File: src/rtl/core/lpfp_pkg.sv
// shared types and constants of the length-prefixed frame parser
// no dependencies; imported by lpfp_step, length_prefixed_frame_parser and lpfp_checker
`default_nettype none

package lpfp_pkg;

    localparam logic [7:0]  MAGIC_BYTE   = 8'h46;
    localparam logic [1:0]  LAST_HDR_IDX = 2'd3;  // four bytes per length field

    // section tags on the result
    localparam logic [2:0] SEC_MAGIC = 3'd0;
    localparam logic [2:0] SEC_MLEN  = 3'd1;
    localparam logic [2:0] SEC_VLEN  = 3'd2;
    localparam logic [2:0] SEC_MSG   = 3'd3;
    localparam logic [2:0] SEC_VAL   = 3'd4;

    typedef enum logic [2:0] {
        PH_MAGIC = 3'd0,
        PH_MLEN  = 3'd1,
        PH_VLEN  = 3'd2,
        PH_MSG   = 3'd3,
        PH_VAL   = 3'd4
    } t_phase;

    typedef struct packed {
        t_phase      phase;
        logic [1:0]  hdr_cnt;
        logic [31:0] msg_len;
        logic [31:0] val_len;
        logic [31:0] remaining;
    } t_state;

    typedef struct packed {
        logic [7:0]  out_byte;
        logic [2:0]  section;
        logic        section_last;
        logic [31:0] length_word;
        logic        frame_done;
        logic        bad_magic;
    } t_result;

endpackage

`default_nettype wire

File: src/rtl/core/length_prefixed_frame_parser.sv
// top level of the length-prefixed frame parser: input register, parse step, result register
// depends on lpfp_pkg and lpfp_step
`default_nettype none

// Splits a byte stream into frames of the form: magic byte 0x46, 4-byte big-endian
// message length, 4-byte big-endian value length, message bytes, value bytes. Every
// accepted byte yields exactly one result request carrying the byte, its section
// (0 magic, 1 message length, 2 value length, 3 message, 4 value), an end-of-section
// flag, the decoded length on the last byte of a length field (zero otherwise), a
// frame-done flag on the final byte of a frame and a bad-magic flag when a byte in
// the magic position is not 0x46 (hunting then continues). Empty sections are skipped.
// One byte per clock is sustained while the downstream side does not stall: a request
// sits in the input register, where the parse step (a 32-bit decrement and zero
// compare) runs, and then lands in the result register. The result register holds
// while the downstream side stalls and the input register keeps taking a new request
// as long as the result register can move.

module length_prefixed_frame_parser
    import lpfp_pkg::*;
(
    input  logic        i_clk,
    input  logic        i_rst_n,
    // input request channel
    input  logic        i_valid,
    output logic        o_stall,
    input  logic [7:0]  i_stream_byte,
    // result request channel
    output logic        o_valid,
    input  logic        i_stall,
    output logic [7:0]  o_out_byte,
    output logic [2:0]  o_section,
    output logic        o_section_last,
    output logic [31:0] o_length_word,
    output logic        o_frame_done,
    output logic        o_bad_magic
);

    // input register
    logic       r_in_valid;
    logic [7:0] r_in_byte;

    // parser state and result register
    t_state  r_state;
    t_state  n_state;
    t_result r_result;
    t_result n_result;
    logic    r_out_valid;

    logic w_advance;   // input register moves into result register
    logic w_load;      // new request taken into input register

    assign w_advance = r_in_valid && (!r_out_valid || !i_stall);
    assign o_stall   = r_in_valid && !w_advance;
    assign w_load    = i_valid && !o_stall;

    lpfp_step u_step (
        .i_state  (r_state),
        .i_byte   (r_in_byte),
        .o_state  (n_state),
        .o_result (n_result)
    );

    always_ff @(posedge i_clk) begin
        if (!i_rst_n) begin
            r_in_valid  <= 1'b0;
            r_out_valid <= 1'b0;
            r_state     <= '{phase: PH_MAGIC, hdr_cnt: 2'd0, msg_len: 32'd0,
                             val_len: 32'd0, remaining: 32'd0};
        end else begin
            if (w_load) begin
                r_in_valid <= 1'b1;
            end else if (w_advance) begin
                r_in_valid <= 1'b0;
            end

            if (w_advance) begin
                r_out_valid <= 1'b1;
                r_state     <= n_state;
            end else if (!i_stall) begin
                r_out_valid <= 1'b0;
            end
        end
    end

    // payload registers, no reset needed
    always_ff @(posedge i_clk) begin
        if (w_load) begin
            r_in_byte <= i_stream_byte;
        end
        if (w_advance) begin
            r_result <= n_result;
        end
    end

    assign o_valid        = r_out_valid;
    assign o_out_byte     = r_result.out_byte;
    assign o_section      = r_result.section;
    assign o_section_last = r_result.section_last;
    assign o_length_word  = r_result.length_word;
    assign o_frame_done   = r_result.frame_done;
    assign o_bad_magic    = r_result.bad_magic;

endmodule

`default_nettype wire

File: src/rtl/core/lpfp_step.sv
// per-byte parse step: next parser state and tagged result for one byte
// depends on lpfp_pkg
`default_nettype none

module lpfp_step
    import lpfp_pkg::*;
(
    input  t_state     i_state,
    input  logic [7:0] i_byte,
    output t_state     o_state,
    output t_result    o_result
);

    logic [31:0] w_mlen_sh;
    logic [31:0] w_vlen_sh;
    logic [31:0] w_dec;

    assign w_mlen_sh = {i_state.msg_len[23:0], i_byte};
    assign w_vlen_sh = {i_state.val_len[23:0], i_byte};
    assign w_dec     = i_state.remaining - 32'd1;

    always_comb begin
        o_state  = i_state;
        o_result = '0;
        o_result.out_byte = i_byte;
        case (i_state.phase)
            PH_MLEN: begin
                o_result.section = SEC_MLEN;
                o_state.msg_len  = w_mlen_sh;
                if (i_state.hdr_cnt == LAST_HDR_IDX) begin
                    o_result.section_last = 1'b1;
                    o_result.length_word  = w_mlen_sh;
                    o_state.hdr_cnt       = 2'd0;
                    o_state.phase         = PH_VLEN;
                end else begin
                    o_state.hdr_cnt = i_state.hdr_cnt + 2'd1;
                end
            end
            PH_VLEN: begin
                o_result.section = SEC_VLEN;
                o_state.val_len  = w_vlen_sh;
                if (i_state.hdr_cnt == LAST_HDR_IDX) begin
                    o_result.section_last = 1'b1;
                    o_result.length_word  = w_vlen_sh;
                    o_state.hdr_cnt       = 2'd0;
                    if (i_state.msg_len != 32'd0) begin
                        o_state.phase     = PH_MSG;
                        o_state.remaining = i_state.msg_len;
                    end else if (w_vlen_sh != 32'd0) begin
                        o_state.phase     = PH_VAL;
                        o_state.remaining = w_vlen_sh;
                    end else begin
                        // empty message and empty value
                        o_state.phase       = PH_MAGIC;
                        o_state.remaining   = 32'd0;
                        o_result.frame_done = 1'b1;
                    end
                end else begin
                    o_state.hdr_cnt = i_state.hdr_cnt + 2'd1;
                end
            end
            PH_MSG: begin
                o_result.section  = SEC_MSG;
                o_state.remaining = w_dec;
                if (w_dec == 32'd0) begin
                    o_result.section_last = 1'b1;
                    if (i_state.val_len != 32'd0) begin
                        o_state.phase     = PH_VAL;
                        o_state.remaining = i_state.val_len;
                    end else begin
                        o_state.phase       = PH_MAGIC;
                        o_result.frame_done = 1'b1;
                    end
                end
            end
            PH_VAL: begin
                o_result.section  = SEC_VAL;
                o_state.remaining = w_dec;
                if (w_dec == 32'd0) begin
                    o_result.section_last = 1'b1;
                    o_result.frame_done   = 1'b1;
                    o_state.phase         = PH_MAGIC;
                end
            end
            default: begin
                // magic hunt, also taken for unused phase codes
                o_result.section = SEC_MAGIC;
                o_state.hdr_cnt  = 2'd0;
                if (i_byte == MAGIC_BYTE) begin
                    o_result.section_last = 1'b1;
                    o_state.msg_len       = 32'd0;
                    o_state.val_len       = 32'd0;
                    o_state.remaining     = 32'd0;
                    o_state.phase         = PH_MLEN;
                end else begin
                    o_result.bad_magic = 1'b1;
                    o_state.phase      = PH_MAGIC;
                end
            end
        endcase
    end

endmodule

`default_nettype wire

File: config.mk
export PLATFORM = sky130hd
export DESIGN_NAME = length_prefixed_frame_parser
export DESIGN_NICKNAME = d
export VERILOG_FILES = /design/src/rtl/core/lpfp_pkg.sv /design/src/rtl/core/length_prefixed_frame_parser.sv /design/src/rtl/core/lpfp_step.sv
export SDC_FILE = /design/constraint.sdc
export NUM_CORES = 1
export LEC_CHECK = 0
export ABC_AREA = 1
export BUFFER_PORTS_ARGS = -buffer_cell sky130_fd_sc_hd__buf_2
export CAP_MARGIN = 20
export CORE_ASPECT_RATIO = 0.7
export CORE_MARGIN = 10
export CORE_UTILIZATION = 34
export DETAILED_ROUTE_END_ITERATION = 8
export GPL_ROUTABILITY_DRIVEN = 0
export PLACE_DENSITY = 0.45
export SLEW_MARGIN = 15
export SYNTH_ARGS = -nofsm -noshare
export SYNTH_HDL_FRONTEND = slang
export SYNTH_HIERARCHICAL = 1
export SYNTH_SLANG_ARGS = --single-unit
File: constraint.sdc
create_clock -name i_clk -period 5.3 [get_ports i_clk]
set_clock_uncertainty 0.15 [all_clocks]
set_input_delay 0.265 -clock i_clk [delete_from_list [all_inputs] [get_ports i_clk]]
set_output_delay 0.265 -clock i_clk [all_outputs]
set_load 0.005 [all_outputs]
# Word level (Yosys, flattened, before mapping)
# Index checks and enable logic that the tools add are counted.
# word_totals
word_cells	93
reg_bits	157
out_inout_bits	48
inputBits	12
# op_classes
bitwise_logic	4
n_reduce_logical	26
n_addsub	2
n_mux	36
eq_ne	11
# op_table
cell	count
32-bit one-hot mux with 2 select lines	3
32-bit 2-to-1 mux	5
32-bit one-hot mux with 4 select lines	1
96-bit 2-to-1 mux	1
32-bit nonzero test	3
34-bit 2-to-1 mux	1
33-bit 2-to-1 mux	1
32-bit logical NOT	1
32-bit by 1-bit subtractor with 32-bit output, second input constant	1
3-bit 2-to-1 mux	7
4-bit one-hot mux with 4 select lines	1
1-bit 2-to-1 mux	12
3-bit one-hot mux with 4 select lines	1
2-bit by 1-bit != test with 1-bit output, second input constant	5
8-bit by 7-bit == test with 1-bit output, second input constant	1
3-bit by 2-bit == test with 1-bit output, second input constant	2
3-bit AND reduction	2
2-bit nonzero test	3
3-bit OR reduction	2
5-bit AND reduction	1
1-bit logical NOT	4
1-bit inverter	4
2-bit one-hot mux with 2 select lines	1
4-bit AND reduction	1
12 further kinds	15

# Longest topological paths before layout
# Gate-level depths: netlist of run 1.
# depth
depth_word	8
ltp_mapped	21
mapped_depth_nobuf	21

# Cells and area by module
# Netlist of run 1, hierarchy kept.
# modules_own_cells
module	cells_each	area_per_inst_um2	instances	seq_area_each_um2
length_prefixed_frame_parser	729	6218.5	1	3683.5
lpfp_step	1045	5063.6	1	0.0

# Worst setup path before layout of run 1
# Ideal clock, no wire load.
# synth_timing
path_kind	register -> register
from	reg r_in_valid
to	reg r_result, in the netlist o_bad_magic (enable)
arrival_ns	3.009
synth_period_minus_slack_ns	3.623
t_required_ns	4.685
slack_ns	1.677
path_buffers	3
stages_incl_launch_ff	6
setup_ns	0.465
cell_sequence	dfxtp_1 -> buf_2 -> buf_4 -> buf_4 -> inv_1 -> a21oi_1
# synth_between
elab_chain_cells	1
# synth_lines
item	line	text
start, declared	length_prefixed_frame_parser.sv:39	logic r_in_valid;
start signal, assigned	length_prefixed_frame_parser.sv:65	r_in_valid <= 1'b0;
start signal, assigned	length_prefixed_frame_parser.sv:71	r_in_valid <= 1'b1;
start signal, assigned	length_prefixed_frame_parser.sv:73	r_in_valid <= 1'b0;
1-bit logical AND	length_prefixed_frame_parser.sv:52	assign w_advance = r_in_valid && (!r_out_valid || !i_stall);
net w_advance	length_prefixed_frame_parser.sv:49	logic w_advance;
end signal, assigned	length_prefixed_frame_parser.sv:91	r_result <= n_result;
end, declared	length_prefixed_frame_parser.sv:45	t_result r_result;
# The timed path passes the listed nets, and every way through them passes these cells.
# A chain may end at the register's enable or synchronous reset.

==> results of run 1 <==
state kept, by name, indices dropped and copies added, names as in the netlist:
register,flops
r_state,101
o_length_word,32
o_out_byte,8
r_in_byte,8
o_section,3
o_bad_magic,1
o_frame_done,1
o_section_last,1
o_valid,1
r_in_valid,1
cell families (layout without fill, tap and decap cells):
| kind of cell | Yosys count | in the layout | synth area share |
|---|---|---|---|
| flops | 157 | 157 | 0.326 |
| fa+ha+maj | 3 | 3 | 0.00333 |
| buf+inv | 374 | 378 | 0.147 |
| xor+xnor | 2 | 2 | 0.00155 |
| compound gates | 349 | 349 | 0.164 |
| simple gates | 889 | 889 | 0.357 |
metal layers:
layer / vias to the layer above / GRT usage / routed length [µm]
met5: - / 0 / 0
met3: 37 / 0.0404 / 2990
met2: 431 / 0.304 / 17400
li1: 5774 / - / -
met4: 0 / 0.0531 / 756
met1: 5364 / 0.296 / 20700
worst max-delay path: stages, from the launching register on:
cell and delay (ps):
dfxtp_1 370, inv_2 150, ha_1 330, nand2_4 150, nor2_4 190, nand2_1 130
o21ai_1 220, nand2_1 100, nor2_1 110, nand2_1 90, nor2_4 670, nand3_4 280
nand2_1 130, nand3_1 80, nand3_1 100, inv_1 40, nand3_1 70, nand2_1 60
nor2_1 110
how the worst max path moves through the flow:
stage | endpoint | slack (ps) | cells past startpoint | startpoint
after floorplan | o_bad_magic | 1680 | 5 | r_in_valid
after global placement | r_state[1] | 1880 | 18 | r_state[0]
after detailed placement | r_state[31] | 1840 | 18 | r_state[0]
after CTS | r_state[31] | 1800 | 18 | r_state[0]
after global routing | r_state[16] | 1350 | 19 | r_state[0]
final | r_state[31] | 1710 | 18 | r_state[0]
through the flow:
| step | util | instances | area (µm²) | hold slack (ps) |
|---|---|---|---|---|
| 6_report | 0.380 | 2205 | 12400 | 53.5 |
| 5_1_grt | 0.380 | 2205 | 12400 | 43.6 |
| 4_1_cts | 0.380 | 2205 | 12400 | 33.2 |
| 3_5_place_dp | 0.359 | 2164 | 11700 | 285 |
| 3_3_place_gp | 0.357 | 2161 | 11600 | 278 |
| 2_1_floorplan | - | 1774 | 11300 | 214 |
cell type report:
type / instances / area, µm²
Fill cell: 3604 / 20200
Multi-Input combinational cell: 1243 / 5990
Sequential cell: 157 / 3690
Inverter: 256 / 961
Timing Repair Buffer: 90 / 601
Tap cell: 427 / 534
Clock buffer: 17 / 425
Clock inverter: 15 / 169
layout by cell type, fill, tap and decap left out, drive strengths merged, types with 3 or more instances in the layout:
cell type / n
nand2: 406
inv: 264
nor2: 235
nand3: 182
a21oi: 180
o21ai: 113
dfxtp: 103
buf: 81
nand4: 56
edfxtp: 54
o22ai: 33
clkbuf: 17
o211ai: 16
dlygate4sd3: 9
nor3: 7
clkinv: 7
a221oi: 4
ha: 3
power by group through the flow:
stage	clock, µW	combinational, µW	sequential, µW
after floorplan	0	733	1400
after global placement	0	940	1430
after detailed placement	0	948	1430
after CTS	1300	956	1400
after global routing	1350	1080	1410
final	1270	973	1400
what timing repair did:
item	CTS	global route
resized for setup	0	0
hold buffers	9	0
endpoints found under the hold margin	9	0
buffers inserted	0	0
==> impl_results.md, run 1 <==
* Worst setup EP type: flop
* Worst r2r src: r_state[0]
* Pwr Density at 295 nW/µm²
* Max VDD drop at 0.222 mV
* Clock power share at 0.348
* Number of flops mapped to enable cells by yosys at 54
* Share of layout cells above drive strength 1 at 0.103
* Vias in the first global route at 10700
* Max_cap viols at 0
* GR Overflow Total at 0
* Die Span Y at 172 µm
* Psw at 1410 µW
* Fin. Hold Viols at 0
* Worst Setup Start Kind: flop
* Die W at 238 µm
* Syn. warnings at 6
* RSZ-0062 raised after global routing: false
* Initial antenna violation count at 0
* TritonCTS buffer count at 17
* Reg-to-reg endpoint: r_state[31]
* Worst-margin pin slew at 1060 ps
* Synth top area share at 0.183
* Seq/Total Area, Yosys at 0.326
* Final Setup Violations at 0
* Clk_lat worst skew at 460 ps
* Worst-case clock buffer depth at 2
* Leak pwr at 0.00521 µW
* Antenna viol nets, final at 0
* Top cells by count, synth: 393 x nand2_1, 251 x inv_1, 215 x nor2_1, 180 x a21oi_1, 157 x nand3_1
* Startpoint of the worst hold path: i_stall
* HP Class: input pin to flop
* Post-route setup slack at 1710 ps
* Routed wire per std cell at 19.0 µm
* Flop pwr share at 0.385
* Synth cell types at 38
* Final #Nets at 1780
* Fmax at 278 MHz
* Post-DP HPWL at 29200 µm
* Clock sinks at 157
* Initial Util at 0.347
* R2R cell count at 18
* Clock root buffer: clkbuf_16
* First-pass GRT wire length at 65400 µm
* Max Transition Viols Final at 0
* Mapped Area at 11300 µm²
* Largest net degree at the start of global routing at 128
* CTS clk-pin slew, worst paths at 80 ps
* Period minus WS final at 3590 ps
* Setup TNS at 0 ps
* Total GRT Usage at 0.205
* Kind of critical path: flop to flop
* Avg Cell Area, Syn at 6.36 µm²
* Pint at 2240 µW
* R2R Setup Slk at 1710 ps
* IO Count at 60
* Area leader, netlist: dfxtp_1
* CTS H-tree depth at 4
* Most numerous cell in the Yosys netlist: nand2_1
* Die ar. at 41000 µm²
* IO Port Bufs at 59
* Switching Fraction at 0.386
* Tot Pwr at 3650 µW
* # rows at 55
* # DRC at 0
* Via density at 5.26
* WHS Path Cells at 3
* Final period utilization at 0.677
* Initial drt markers at 1216
* Layout area overhead at 9.59%
* ANT cells at 0
* Worst Path Arrival at 3830 ps
* CP Data Required Time at 5540 ps
* Core area at 32600 µm²
* Status: finished, final reports clean
* Worst Hold End: r_in_valid
* Post-place setup slack at 1840 ps
* Crit Path Max Fanout at 32
* DR pass1 iterations at 6
* Vias at 11600
* Cells after Synth at 1774
* CTS tree: yes
* Top FF cell, synth: dfxtp_1
* Combinational Power Share at 0.267
* Yosys reg bits at 157
* Syn_nets at 1789
* Top cells by area, synth: dfxtp_1 18%, edfxtp_1 14%, nand2_1 13%
* Worst slew margin at 0.287
* Asr flop ratio synth at 0
* DRT Wirelength at 41900 µm
(Power assumes the default switching activity.)
==> inputs of run 2 (changes only) <==
Settings changed: PLACE_DENSITY 0.45 to 0.47.
Clock period 5.3 ns to 2.9 ns, I/O delays scaled along.
==> run 2 against run 1 <==
Net effect: register-to-register slack worse by 1600 ps; largest cell class unchanged; routed wire length up 3.5%; critical path type unchanged; non-clock buffer count up 102; largest power group unchanged.
==> impl_results.md, run 2 (synthesis results as in run 1) <==
* Status: finished, final reports clean
* Period minus WS final at 2840 ps
* Clock sinks at 157
* Most common cell after layout, fill and taps aside: nand2_1
* Critical Path Max Stage Delay at 380 ps
* Combinational Power Share at 0.335
* Worst-case clock buffer depth at 2
* Pint at 4620 µW
* ANT cells at 0
* # DRC at 0
* Worst-path cell chain: nor2_4 -> nand2_4 -> nor2_4 -> buf_6 -> nand2_4 -> o21ai_2 -> nand2_2 -> nor2_2 -> nand2_2 -> nor2_4 -> buf_12 -> buf_12 -> nand3_4 -> nand2_1 -> nand3_1 -> nand3_1 -> inv_1 -> nand3_1 -> nand2_1 -> nor2_1
* Total GRT Usage at 0.206
* Final period utilization at 0.980
* Antenna viol nets, final at 0
* WL met1 at 21100 µm
* IO Port Bufs at 59
* Worst slew margin at 0.382
* Die Span Y at 172 µm
* Multi-input logic area at 6290 µm²
* RSZ-0062 raised after global routing: true
* DP Area at 12200 µm²
* Initial drt markers at 1444
* WHS Path Cells at 3
* Die ar. at 41000 µm²
* Worst r2r src: r_state[2]
* IO Count at 60
* Fmax at 352 MHz
* Largest net degree at the start of global routing at 203
* Kind of critical path: flop to flop
* Max Transition Viols Final at 0
* CTS H-tree depth at 4
* Largest register by flop count: r_state
* Pwr Density at 537 nW/µm²
* Clk_lat worst skew at 460 ps
* GR Overflow Total at 0
* Fillers at 3468
* Share of layout cells above drive strength 1 at 0.193
* Register area at 3710 µm²
* DR pass1 iterations at 6
* Top Metal Used: met4
* Worst setup EP type: flop
* Vias in the first global route at 11400
* CTS clk-pin slew, worst paths at 70 ps
* Layout area overhead at 22.1%
* Initial Util at 0.347
* Worst Setup Start Kind: flop
* Final Instance Count excl. Fillers at 2307
* Switching Fraction at 0.375
* DRT Wirelength at 43300 µm
* Via density at 5.35
* Post-DP HPWL at 29200 µm
* Initial antenna violation count at 0
* Clock power share at 0.321
* CTS tree: yes
* Flop pwr share at 0.345
* Crit Path Max Fanout at 8
* # rows at 55
* Routed wire per std cell at 18.8 µm
* Final Setup Violations at 0
* Fin. Hold Viols at 0
* Leak pwr at 0.00589 µW
* Startpoint of the worst hold path: i_rst_n
* Max FFs per register at 101
* Core area at 32600 µm²
* Clock root buffer: clkbuf_16
* TritonCTS buffer count at 17
* R2R Setup Slk at 60 ps
* Most frequent cells in the layout: 364 x nand2_1, 248 x inv_1, 187 x nor2_1
* Die W at 238 µm
* Final Cell Area at 13800 µm²
* HP Class: input pin to flop
* Met2 wire length at 18500 µm
* Critical-path top delay cell: dfxtp_4
* Worst Hold End: r_state[96]
* Max_cap viols at 0
* CP Data Required Time at 3150 ps
* Met3 routed WL at 2990 µm
* Max VDD drop at 0.360 mV
* Final #Nets at 1882
* Worst Path Arrival at 3090 ps
* Dpl cells at 2216
* Worst-margin pin slew at 927 ps
* Vias at 12400
* First-pass GRT wire length at 65900 µm
* R2R cell count at 20
* Psw at 2770 µW
* Reg-to-reg endpoint: r_state[6]
==> run 2: changes by cell type in the layout (fill, tap and decap cells not counted), moves of 6 or more <==
| cell | previous run | this run |
|---|---|---|
| buf_4 | 20 | 87 |
| nand2_1 | 393 | 364 |
| nor2_1 | 214 | 187 |
| nand2_2 | 9 | 33 |
| buf_12 | 0 | 17 |
| nor2_4 | 6 | 21 |
| buf_6 | 0 | 14 |
| nor2_2 | 14 | 26 |
| dfxtp_1 | 102 | 93 |
| dfxtp_2 | 0 | 6 |
| o21ai_2 | 0 | 6 |
==> run 2: area by class of cell <==
class / count / area share
multi-input combinational: 1243 / 0.457
sequential: 157 / 0.269
timing repair buffer: 192 / 0.122
inverter: 256 / 0.0699
tap: 427 / 0.0388
clock buffer: 17 / 0.0309
clock inverter: 15 / 0.0124
==> run 2: per-stage QoR <==
stage | power (µW) | setup slack, ps | hold WS (ps) | TNS [ps] | util
floorplan | 3890 | 312 | 93.9 | 0 | -
global placement | 4560 | -128 | 172 | -2270 | 0.375
detailed placement | 4570 | -121 | 173 | -2010 | 0.375
CTS | 6970 | 23.8 | 80.0 | 0 | 0.398
global route | 7760 | -96.3 | 140 | -837 | 0.423
finish | 7390 | 59.4 | 105 | 0 | 0.423
==> run 2: metal layers <==
layer | track usage | up-vias
met4 | 0.0600 | 0
met3 | 0.0299 | 45
met2 | 0.313 | 430
met1 | 0.296 | 5897
li1 | - | 5981
met5 | 0 | -
==> run 2: repair_timing <==
action / CTS / global route
hold buffers: 10 / 0
buffers inserted: 2 / 42
endpoints found under the hold margin: 9 / 0
pin swaps: 1 / 51
gates cloned: 0 / 5
setup endpoints to repair: 34 / 37
resized for setup: 8 / 118
==> run 2: how the worst max path moves through the flow <==
stage | startpoint | depth (start not counted) | slack [ps] | end
floorplan | r_in_valid | 5 | 310 | o_bad_magic
global placement | r_state[2] | 18 | -130 | r_state[2]
detailed placement | r_state[2] | 19 | -120 | r_state[29]
CTS | r_state[8] | 18 | 20 | r_state[29]
global route | r_state[2] | 20 | -100 | r_state[6]
finish | r_state[2] | 20 | 60 | r_state[6]
==> run 2: power by group through the flow <==
stage                     clock [µW]  sequential (µW)  combinational (µW)
after floorplan                    0             2550                1340
after global routing            2490             2570                2700
final                           2370             2550                2470
after CTS                       2410             2540                2020
after global placement             0             2580                1970
after detailed placement           0             2580                1980
==> run 2: worst max-delay path, delay by kind of cell, from the launching register on <==
family | cells | cell delay [ps]
and+or+nand+nor | 15 | 1640
DFF | 1 | 380
AOI/OAI and AO/OA | 1 | 150
buffers and inverters | 4 | 420
==> inputs of run 3 (changes only) <==
Settings changed: ABC_AREA 1 to not set, PLACE_DENSITY 0.47 to 0.48.
==> run 3 against run 2 <==
Net effect: the flow now finishes with violations (setup timing); final cell count shrank 27%; critical path type unchanged; sequential share of layout area increased by 2.6 points; highest routed layer unchanged; utilization increased by 3.9 points; hold slack got worse by 49 ps.
==> impl_results.md, run 3 <==
* Most numerous cell in the Yosys netlist: nand2_1
* Syn. warnings at 6
* GR Overflow Total at 0
* Asr flop ratio synth at 0
* Tot Pwr at 4790 µW
* CTS clk-pin slew, worst paths at 60 ps
* Initial antenna violation count at 0
* Startpoint of the worst hold path: i_rst_n
* Clock root buffer: clkbuf_16
* Via density at 5.50
* Worst-case clock buffer depth at 2
* XOR/XNOR Fraction of Synth Area at 0.0167
* Most frequent cells in the layout: 246 x nand2_1, 201 x buf_4, 101 x mux2i_1
* Initial drt markers at 1053
* Post-DP HPWL at 25600 µm
* Leak pwr at 0.00495 µW
* Number of flops mapped to enable cells by yosys at 54
* Worst-margin pin slew at 799 ps
* Mux contribution to synthesized area at 0.109
* Largest register by flop count: r_state
* Final Setup Violations at 34
* Die Span Y at 160 µm
* # rows at 50
* Worst r2r src: r_state[0]
* Top cells by area, synth: dfxtp_1 22%, edfxtp_1 17%, mux2i_1 11%
* Critical Path Max Stage Delay at 400 ps
* IO Port Bufs at 59
* CTS tree: yes
* Max Transition Viols Final at 0
* Vias at 9283
* Worst Setup Start Kind: flop
* DR pass1 iterations at 6
* HP Class: input pin to flop
* Core area at 27100 µm²
* Worst Path Arrival at 3450 ps
* Fin. Hold Viols at 0
* Final #Nets at 1325
* Worst-path cell chain: inv_2 -> ha_4 -> nor3b_2 -> nand3_2 -> nor4_2 -> buf_4 -> xnor2_1 -> and3_4 -> nand4b_4 -> nor3_4 -> buf_6 -> clkbuf_16 -> a221o_1 -> nand2_1 -> mux2i_1
* CTS H-tree depth at 4
* Max FFs per register at 101
* Worst Setup SP: r_state[0]
* DRT Wirelength at 35800 µm
* Avg Cell Area, Syn at 8.65 µm²
* Fmax at 311 MHz
* Die ar. at 35000 µm²
* Clock sinks at 157
* Clk_lat worst skew at 450 ps
* Final period utilization at 1.11
* Vias in the first global route at 8590
* Synth top area share at 0.218
* Synth Area in Simple Gates at 0.217
* Synth cell types at 67
* Max VDD drop at 0.366 mV
* Compound-Gate Fraction of Synth Area at 0.199
* TritonCTS buffer count at 17
* Largest net degree at the start of global routing at 97
* Post-Synth Adder-Cell Area at 0.00397
* Critical-path top delay cell: nor4_2
* Fillers at 2688
* Die W at 219 µm
* Post-route setup slack at -318 ps
* Setup TNS at -8120 ps
* Cells after Synth at 1094
* RSZ-0062 raised after global routing: true
* Share of layout cells above drive strength 1 at 0.279
* Max_cap viols at 0
* Yosys reg bits at 157
* Syn_nets at 1109
* Top cells by count, synth: 248 x nand2_1, 103 x dfxtp_1, 101 x mux2i_1, 60 x a22o_1, 57 x a21oi_1
* Crit Path Max Fanout at 6
* Total GRT Usage at 0.202
* Routed wire per std cell at 21.2 µm
* Antenna viol nets, final at 0
* First-pass GRT wire length at 54100 µm
* Kind of critical path: flop to flop
* Initial Util at 0.349
* Top FF cell, synth: dfxtp_1
* Layout area overhead at 32.3%
* Worst setup EP type: flop
* Seq/Total Area, Yosys at 0.389
* Failing checks: setup timing
* # DRC at 0
* ANT cells at 0
* Area leader, netlist: dfxtp_1
* Most common cell after layout, fill and taps aside: nand2_1
* Mapped Area at 9460 µm²
* Status: finished, violations left
* CP Data Required Time at 3140 ps
* Pwr Density at 383 nW/µm²
* Worst slew margin at 0.466
* Largest family of logic cells by synthesized area: simple AND/OR/NAND/NOR gates
* IO Count at 60
* Period minus WS final at 3220 ps
## run 3: changes by cell type in the layout (fill, tap and decap cells not counted), moves of 50 or more
cell / change
nor2_1: -148
nand2_1: -118
buf_4: +114
nand4_1: -50
a22o_1: +60
inv_1: -237
a21oi_1: -123
mux2i_1: +101
nand3_1: -147
## run 3: logic make-up (layout without fill, tap and decap cells)
family	Yosys count	count (layout)
compound gates	268	268
xor+xnor	18	18
fa+ha+maj	3	3
buf+inv	113	342
flops	157	157
mux	103	103
simple gates	432	432
## run 3: worst max-delay path: cells and delay by family, from the launching register on
family	cells	cell delay (ps)
buffers and inverters	4	540
and+or+nand+nor	7	1470
DFF	1	340
muxes	1	140
AOI/OAI and AO/OA	1	140
xor gates and xnor gates	1	220
adders and majority gates	1	140
## run 3: area by class of cell
cell class,instances,area [µm²],area share
inverters,15,56.3,0.00450
multi-input cells,824,5440,0.435
repair buffers,295,2310,0.185
clock buffers,26,494,0.0395
clock inverters,6,61.3,0.00490
well taps,364,455,0.0364
flip-flops and latches,157,3690,0.295
## run 3: per-layer routing
layer,share of wire,vias up,track usage
met5,0,-,0
met4,0.012,0,0.0491
met3,0.082,28,0.0548
met2,0.40,352,0.263
met1,0.51,4509,0.313
li1,-,4394,-
## run 3: report_power, final
| part | total, µW | switching, µW | internal, µW |
|---|---|---|---|
| Sequential | 2320 | 11.2 | 2310 |
| Combinational | 265 | 160 | 105 |
| Clock | 2200 | 940 | 1260 |
## run 3: metrics by stage
step	instance area, µm²	utilization	setup WS [ps]	hold WS (ps)	cells
floorplan	9530	-	-316	93.9	1094
detailed placement	11500	0.423	-380	173	1628
finish	12500	0.462	-318	55.7	1687
CTS	12300	0.454	-247	55.0	1679
global placement	11500	0.423	-484	172	1628
global route	12500	0.462	-443	88.4	1687
## run 3: final timing paths
path / endpoint / slack (ps) / depth (start not counted)
worst max-delay path: r_state[20] / -320 / 15
worst min-delay path: r_state[96] / 60 / 3
worst max register to register: r_state[20] / -320 / 15
worst min register to register: r_state[91] / 340 / 2
## run 3: what timing repair did
action / in CTS / in global routing
pin swaps: 16 / 31
endpoints found under the hold margin: 10 / 0
cloned: 0 / 2
hold buffers: 11 / 0
endpoints found under the setup margin: 37 / 39
setup buffers: 9 / 7
gates resized for setup: 28 / 34
